### src/hw/rtl/weighted_union_find_path_compression_defines.svh
// Assertion macros shared by the union-find RTL.
`ifndef WEIGHTED_UNION_FIND_PATH_COMPRESSION_DEFINES_SVH
`define WEIGHTED_UNION_FIND_PATH_COMPRESSION_DEFINES_SVH

`ifndef ASSERT_OFF

`define WUFPC_ASSERT_IMP(lbl, clk, rstn, ante, cons, msg) \
    lbl: assert property (@(posedge clk) disable iff (!rstn) (ante) |-> (cons)) \
        else $error(msg);

`define WUFPC_ASSERT_NXT(lbl, clk, rstn, ante, cons, msg) \
    lbl: assert property (@(posedge clk) disable iff (!rstn) (ante) |=> (cons)) \
        else $error(msg);

`else

`define WUFPC_ASSERT_IMP(lbl, clk, rstn, ante, cons, msg)

`define WUFPC_ASSERT_NXT(lbl, clk, rstn, ante, cons, msg)

`endif

`endif

### src/hw/rtl/wufpc_pkg.sv
// Types, constants and microcode program of the union-find block.
package wufpc_pkg;

    localparam int unsigned NODES_DEF = 256;
    localparam int unsigned FIELD_W   = 8;
    localparam int unsigned COST_W    = 8;
    localparam int unsigned UPC_W     = 4;

    localparam logic [COST_W-1:0] COST_MAX = '1;

    localparam logic [1:0] COST_ONE    = 2'd1;
    localparam logic [1:0] COST_HOP    = 2'd2;
    localparam logic [1:0] COST_RELINK = 2'd3;

    typedef logic [UPC_W-1:0] upc_t;

    typedef enum logic [3:0] {
        OP_WAIT,
        OP_START,
        OP_FIND,
        OP_COMP,
        OP_SIZE_A,
        OP_SIZE_B,
        OP_LINK,
        OP_OUT,
        OP_CLEAR
    } op_t;

    typedef enum logic {
        SIDE_P,
        SIDE_Q
    } side_t;

    typedef struct packed {
        op_t   op;
        side_t side;
        upc_t  tgt_t;
        upc_t  tgt_f;
    } uword_t;

    localparam upc_t STEP_WAIT     = 4'd0;
    localparam upc_t STEP_P_SEEK   = 4'd1;
    localparam upc_t STEP_P_FIND   = 4'd2;
    localparam upc_t STEP_P_REWIND = 4'd3;
    localparam upc_t STEP_P_COMP   = 4'd4;
    localparam upc_t STEP_Q_SEEK   = 4'd5;
    localparam upc_t STEP_Q_FIND   = 4'd6;
    localparam upc_t STEP_Q_REWIND = 4'd7;
    localparam upc_t STEP_Q_COMP   = 4'd8;
    localparam upc_t STEP_SIZE_P   = 4'd9;
    localparam upc_t STEP_SIZE_Q   = 4'd10;
    localparam upc_t STEP_LINK     = 4'd11;
    localparam upc_t STEP_OUT      = 4'd12;
    localparam upc_t STEP_CLEAR    = 4'd13;

    function automatic uword_t uw(input op_t op, input side_t side,
                                  input upc_t tgt_t, input upc_t tgt_f);
        uword_t w;
        w.op    = op;
        w.side  = side;
        w.tgt_t = tgt_t;
        w.tgt_f = tgt_f;
        return w;
    endfunction

    function automatic uword_t ucode(input upc_t step);
        uword_t w;
        unique case (step)
            STEP_WAIT:     w = uw(OP_WAIT,   SIDE_P, STEP_P_SEEK,   STEP_WAIT);
            STEP_P_SEEK:   w = uw(OP_START,  SIDE_P, STEP_P_FIND,   STEP_P_FIND);
            STEP_P_FIND:   w = uw(OP_FIND,   SIDE_P, STEP_P_REWIND, STEP_P_FIND);
            STEP_P_REWIND: w = uw(OP_START,  SIDE_P, STEP_P_COMP,   STEP_P_COMP);
            STEP_P_COMP:   w = uw(OP_COMP,   SIDE_P, STEP_Q_SEEK,   STEP_P_COMP);
            STEP_Q_SEEK:   w = uw(OP_START,  SIDE_Q, STEP_Q_FIND,   STEP_Q_FIND);
            STEP_Q_FIND:   w = uw(OP_FIND,   SIDE_Q, STEP_Q_REWIND, STEP_Q_FIND);
            STEP_Q_REWIND: w = uw(OP_START,  SIDE_Q, STEP_Q_COMP,   STEP_Q_COMP);
            STEP_Q_COMP:   w = uw(OP_COMP,   SIDE_Q, STEP_SIZE_P,   STEP_Q_COMP);
            STEP_SIZE_P:   w = uw(OP_SIZE_A, SIDE_P, STEP_OUT,      STEP_SIZE_Q);
            STEP_SIZE_Q:   w = uw(OP_SIZE_B, SIDE_Q, STEP_LINK,     STEP_LINK);
            STEP_LINK:     w = uw(OP_LINK,   SIDE_P, STEP_OUT,      STEP_OUT);
            STEP_OUT:      w = uw(OP_OUT,    SIDE_P, STEP_WAIT,     STEP_OUT);
            STEP_CLEAR:    w = uw(OP_CLEAR,  SIDE_P, STEP_WAIT,     STEP_CLEAR);
            default:       w = uw(OP_WAIT,   SIDE_P, STEP_WAIT,     STEP_WAIT);
        endcase
        return w;
    endfunction

endpackage

### src/hw/rtl/wufpc_seq.sv
// Microcode sequencer: step counter and control word lookup.
module wufpc_seq import wufpc_pkg::*; (
    input  logic   clk,
    input  logic   rst_n,
    input  logic   cond,
    output uword_t ctrl
);

    upc_t upc_reg;
    upc_t upc_next;

    assign ctrl = ucode(upc_reg);

    always_comb
    begin
        upc_next = cond ? ctrl.tgt_t : ctrl.tgt_f;
    end

    always_ff @(posedge clk or negedge rst_n)
    begin
        if (!rst_n)
        begin
            upc_reg <= STEP_CLEAR;
        end
        else
        begin
            upc_reg <= upc_next;
        end
    end

endmodule

### config.mk
export PLATFORM = sky130hd
export DESIGN_NAME = wufpc_seq
export DESIGN_NICKNAME = d
export VERILOG_FILES = /design/src/hw/rtl/weighted_union_find_path_compression_defines.svh /design/src/hw/rtl/wufpc_pkg.sv /design/src/hw/rtl/wufpc_seq.sv
export SDC_FILE = /design/constraint.sdc
export NUM_CORES = 1
export LEC_CHECK = 0
export BUFFER_PORTS_ARGS = -buffer_cell sky130_fd_sc_hd__buf_2
export CAP_MARGIN = 20
export CORE_AREA = 4 4 41 43
export CTS_CLUSTER_DIAMETER = 200
export CTS_CLUSTER_SIZE = 24
export DETAILED_ROUTE_END_ITERATION = 16
export DIE_AREA = 0 0 45 47
export HOLD_SLACK_MARGIN = 0.06
export MAX_ROUTING_LAYER = met4
export SKIP_CTS_REPAIR_TIMING = 1
export SLEW_MARGIN = 15
export SYNTH_ARGS = -nofsm -noshare
export SYNTH_HDL_FRONTEND = slang
export SYNTH_SLANG_ARGS = --single-unit
export TNS_END_PERCENT = 20
### constraint.sdc
create_clock -name clk -period 2.1 [get_ports clk]
set_input_delay 0.315 -clock clk [delete_from_list [all_inputs] [get_ports clk]]
set_output_delay 0.315 -clock clk [all_outputs]
set_load 0.01 [all_outputs]
==> results.py, run 1 <==
metrics = {
    "status": {
        "status": "finished clean",
    },
    "worst_setup_path": {
        "setup.worst_path.class": "reg2out",
        "cp_max_fo": 4,
        "crit_path_start_kind": "flip-flop",
        "crit_buf_inv": 2,
        "crit_path_top_delay_cell": "dfstp_2",
        "cp-end-kind": "output port",
        "r2r_cells": 5,
        "required_ps": 1780,
        "path_delay_family": "flip-flops",
        "worstPathArrival_ps": 1660,
        "crit_path_max_incr_delay_ps": 540,
        "critical_path.cell_chain": "inv_1 -> ha_1 -> nor2b_1 -> mux2_4 -> buf_2",
        "crit_cells": 5,
    },
    "timing": {
        "fmax_mhz": 508,
        "final_max_slew_viol_count": 0,
        "fin_crit_sh_pct": 93.8,
        "tns_ps": 0,
        "finalCriticalPeriod_ps": 1970,
        "clock_skew_ps": 6.43,
        "finalHoldViolCount": 0,
        "worst_pin_slew_ps": 300,
        "rsz0062_at_grt": "no",
        "maxSlewHeadroom_pct": 80.0,
        "setup_slack_ps": 130,
        "setup_violations": 0,
    },
    "yosys": {
        "ys_seq_elements": 4,
        "yosys_warnings": 0,
        "yosysUniqueCellTypes": 28,
        "yosysSeqAreaShare_pct": 22.0,
        "synth_ff_type": "dfstp_2",
        "synth_edf_count": 0,
        "syn_nets": 61,
        "async_reset_ff_share_pct": 100,
        "syn_avg_cell_area_um2": 9.27,
        "synth_cells": 51,
        "synthesis.area_um2": 473,
    },
    "grt": {
        "grt_first_pass_wirelength_um": 1620,
        "antenna_found_initial": 0,
        "grt_start_max_net_pins": 16,
        "grt_usage_pct": 10.5,
        "grt_pass1_vias": 387,
        "grt_overflow": 0,
    },
    "floorplan": {
        "initial_core_util_pct": 36.3,
        "core_area_um2": 1300,
        "fp.dieH_um": 47,
        "ios": 16,
        "rows": 13,
        "die_w_um": 45,
        "die_area_um2": 2120,
    },
    "pwr": {
        "p_per_area_nw_per_um2": 1930,
        "irDropWorstVdd_mv": 0.861,
        "leakagePower_uw": 0.000310,
    },
    "routing": {
        "dr.pass1.iters": 3,
        "viasPerCell": 4.83,
        "avgRoutedWirePerCell_um": 11.5,
        "drt_drc_violations_left": 0,
        "first_iter_violations": 5,
        "via_count": 415,
        "ant_nets": 0,
        "drt-total-wl_um": 992,
    },
    "layout": {
        "nNetsFinal": 82,
        "final_core_util_pct": 46.3,
        "largest_register_ffs": 4,
        "final_common_cell": "buf_2",
        "area_growth_pct": 27.2,
        "fin_cells": 86,
        "final_cell_mix": "buf_2, ha_1, nand2_1, inv_1",
        "insertedDiodeCount": 0,
        "design_area_um2": 602,
        "drive_above_1_share_pct": 45.1,
    },
    "clock_network": {
        "clk_pin_slew_ps": 40,
        "clk_latency_ps": 230,
        "cts_tree": "done",
        "clockBufferDepth": 2,
        "cts_root_buf": "clkbuf_4",
        "ctsHtreeMaxLevel": 1,
        "cts_made_buffers": 3,
        "cts.sinks": 4,
    },
    "flow_run": {
        "cap_viol_max_count": 0,
    },
    "place": {
        "port_buffers": 15,
        "post-place-cells": 79,
        "placed_area_um2": 551,
        "dpl_worst_slack_ps": 325,
        "place_congestion": 0.755,
        "dp_hpwl_um": 760,
    },
    "min_path": {
        "worstHoldPathCells": 2,
        "hp-class": "in2reg",
    },
}
-- kinds of logic after synthesis --
logic type                 Yosys count  synth area share [%]
AOI/OAI and AO/OA                   12                  20.9
adders and majority gates            7                  18.5
buffers and inverters                8                  8.20
DFF                                  4                  22.0
muxes                                6                  14.3
and+or+nand+nor                     14                  16.1
-- final timing paths --
| kind | startpoint | end | slack [ps] |
|---|---|---|---|
| max | upc_reg[0] | ctrl[5] | 130 |
| min reg2reg | upc_reg[2] | upc_reg[2] | 630 |
| max in group asynchronous | rst_n | upc_reg[2] | 1480 |
| min | cond | upc_reg[3] | 240 |
| max reg2reg | upc_reg[0] | upc_reg[1] | 430 |
| min in group asynchronous | rst_n | upc_reg[1] | 420 |
-- metrics by stage --
| stage | hold slack [ps] | total power, uW |
|---|---|---|
| floorplan | 19.4 | 795 |
| global placement | 120 | 1040 |
| detailed placement | 118 | 1040 |
| CTS | -130 | 1150 |
| global route | 254 | 1270 |
| finish | 243 | 1160 |
-- power breakdown --
part	switching [uW]	internal [uW]	leakage, uW	total, uW
registers	110	141	0.0000435	251
clock network	31.6	71.3	0.0000150	103
logic	404	401	0.000251	805
-- metal layers --
layer	wire (um)	GRT usage [%]
met5	0	-
met4	0	3.51
met3	31	1.15
met2	480	16.4
met1	480	14.0
-- synthesized netlist by cell type, types with 2 or more instances --
master	instances	share of area (%)
inv_1	5	4.0
nand2b_1	2	2.6
nand2_1	5	4.0
o221ai_1	2	3.7
mux2i_1	3	6.3
o21ai_1	2	2.1
mux2_2	2	4.8
and2_1	2	2.6
dfstp_2	3	17
ha_1	7	19
-- worst register-to-register path: stages (launching register included) --
cell	delay, ps
dfstp_2	540
inv_1	90
ha_1	240
nor2b_1	150
mux2_4	270
mux2_2	270
-- layout make-up --
type,count,area (um2)
sequential,4,104
clock buffer,4,26.3
fill,145,699
tap,15,18.8
inverter,6,22.5
multi-input combinational,39,330
timing repair buffer,18,100
Note: power is estimated with default switching activity, not from simulation.
==> run 2, diff against run 1 <==
PLACE_DENSITY_LB_ADDON = 0.05   (was unset)
==> run 2 against run 1 <==
Core utilization is 0.96 points lower. Power fell by 1.6%. Clock power rose by 5%. Die area did not move. Critical path type unchanged. Combinational power fell by 3.6%. Highest routed layer is now met4. Sequential share of layout area grew 0.37 points. Final cell count fell by 2.3%. Cell area shrank 2.1%.
==> results.py, run 2 (synthesis gave the netlist of run 1 again) <==
metrics = {
    "min_path": {
        "hp-class": "in2reg",
    },
    "routing": {
        "viasPerCell": 4.88,
        "ant_nets": 0,
        "avgRoutedWirePerCell_um": 11.7,
        "via_count": 410,
        "dr.pass1.iters": 4,
        "first_iter_violations": 8,
        "drt_drc_violations_left": 0,
        "drt-total-wl_um": 983,
    },
    "pwr": {
        "p_sw_share_pct": 47.5,
        "internal-power_uw": 599,
        "leakagePower_uw": 0.000299,
        "power_frac_seq_pct": 22.5,
        "p_switching_uw": 542,
        "clockPowerShare_pct": 9.5,
        "p_per_area_nw_per_um2": 1940,
        "irDropWorstVdd_mv": 0.772,
        "comb_power_share_pct": 68.0,
    },
    "clock_network": {
        "clk_latency_ps": 240,
        "clk_pin_slew_ps": 40,
        "clockBufferDepth": 2,
        "cts_tree": "done",
        "cts_root_buf": "clkbuf_4",
        "cts.sinks": 4,
        "cts_made_buffers": 3,
        "ctsHtreeMaxLevel": 1,
    },
    "layout": {
        "final_common_cell": "buf_2",
        "final_cell_mix": "buf_2, ha_1, nand2_1, inv_1",
        "register_area_um2": 104,
        "nNetsFinal": 80,
        "area_growth_pct": 24.6,
        "largest_register_ffs": 4,
        "insertedDiodeCount": 0,
        "final_core_util_pct": 45.3,
        "design_area_um2": 589,
        "fill_cells": 143,
        "multi_input_area_um2": 333,
        "drive_above_1_share_pct": 44.9,
    },
    "floorplan": {
        "fp.dieH_um": 47,
        "ios": 16,
        "rows": 13,
        "die_w_um": 45,
        "initial_core_util_pct": 36.3,
        "die_area_um2": 2120,
        "core_area_um2": 1300,
    },
    "worst_setup_path": {
        "crit_path_top_delay_cell": "dfstp_2",
        "required_ps": 1780,
        "cp_max_fo": 6,
        "cp-end-kind": "output port",
        "crit_path_start_kind": "flip-flop",
        "worstPathArrival_ps": 1690,
        "crit_path_max_incr_delay_ps": 570,
        "critical_path.cell_chain": "inv_1 -> ha_2 -> nor2b_1 -> mux2_4 -> buf_2",
        "setup.worst_path.class": "reg2out",
    },
    "timing": {
        "clock_skew_ps": 1.82,
        "final_max_slew_viol_count": 0,
        "setup_slack_ps": 98.5,
        "tns_ps": 0,
        "finalCriticalPeriod_ps": 2000,
        "fin_crit_sh_pct": 95.3,
        "fmax_mhz": 500,
        "worst_pin_slew_ps": 302,
        "finalHoldViolCount": 0,
        "rsz0062_at_grt": "no",
        "setup_violations": 0,
        "maxSlewHeadroom_pct": 79.9,
    },
    "grt": {
        "use_met3_pct": 1.15,
        "grt_first_pass_wirelength_um": 1620,
        "grt_busiest_layer": "met2",
        "grt_overflow": 0,
        "grtUsageMet2_pct": 15.3,
        "grt_util_met1_pct": 14.6,
        "grt_pass1_vias": 379,
        "grt_start_max_net_pins": 16,
        "antenna_found_initial": 0,
        "grt_usage_pct": 11.1,
    },
    "place": {
        "dpl_worst_slack_ps": 303,
        "place_congestion": 0.742,
        "port_buffers": 15,
        "dp_hpwl_um": 770,
        "placed_area_um2": 551,
    },
    "flow_run": {
        "cap_viol_max_count": 0,
    },
    "status": {
        "status": "finished clean",
    },
}
[run 2: cell count changes in the layout (fill, tap and decap cells not counted), sizes merged]
cell and delta:
buf -2
[run 2: layout make-up]
cell class | instances | share of cell area, %
clock buffers | 4 | 4.46
inverters | 6 | 3.82
flip-flops and latches | 4 | 17.6
multi-input cells | 39 | 56.5
well taps | 15 | 3.18
repair buffers | 16 | 14.4
[run 2: worst max-delay path, delay by kind of cell, from the launching register on]
family	cells	cell delay, ps
fa+ha+maj	1	220
buf+inv	2	240
flops	1	570
mux	1	270
simple gates	1	140
[run 2: metal layers]
metal,vias up,wire length [um]
met2,13,430
met1,182,463
li1,212,-
met5,-,0
met4,0,28
met3,3,60
[run 2: final timing paths]
| kind | startpoint | to | slack (ps) | cells past startpoint |
|---|---|---|---|---|
| setup / recovery | upc_reg[0] | ctrl[5] | 100 | 5 |
| hold / removal | cond | upc_reg[3] | 220 | 2 |
| setup reg to reg | upc_reg[0] | upc_reg[1] | 420 | 5 |
| hold reg to reg | upc_reg[2] | upc_reg[2] | 620 | 2 |
| max in group asynchronous | rst_n | upc_reg[2] | 1500 | 2 |
| min in group asynchronous | rst_n | upc_reg[1] | 400 | 2 |
[run 2: metrics by stage]
stage,cells,total power (uW),hold slack [ps]
finish,84,1140,223
global route,84,1260,235
CTS,83,1160,-140
detailed placement,79,1040,121
global placement,79,1050,125
floorplan,51,795,19.4
[run 2: power by group through the flow]
| stage | sequential (uW) | combinational [uW] | clock, uW |
|---|---|---|---|
| 3_3_place_gp | 259 | 791 | 0 |
| 2_1_floorplan | 187 | 608 | 0 |
| 3_5_place_dp | 257 | 779 | 0 |
| 4_1_cts | 256 | 785 | 114 |
| 5_1_grt | 273 | 870 | 121 |
| 6_report | 257 | 776 | 108 |
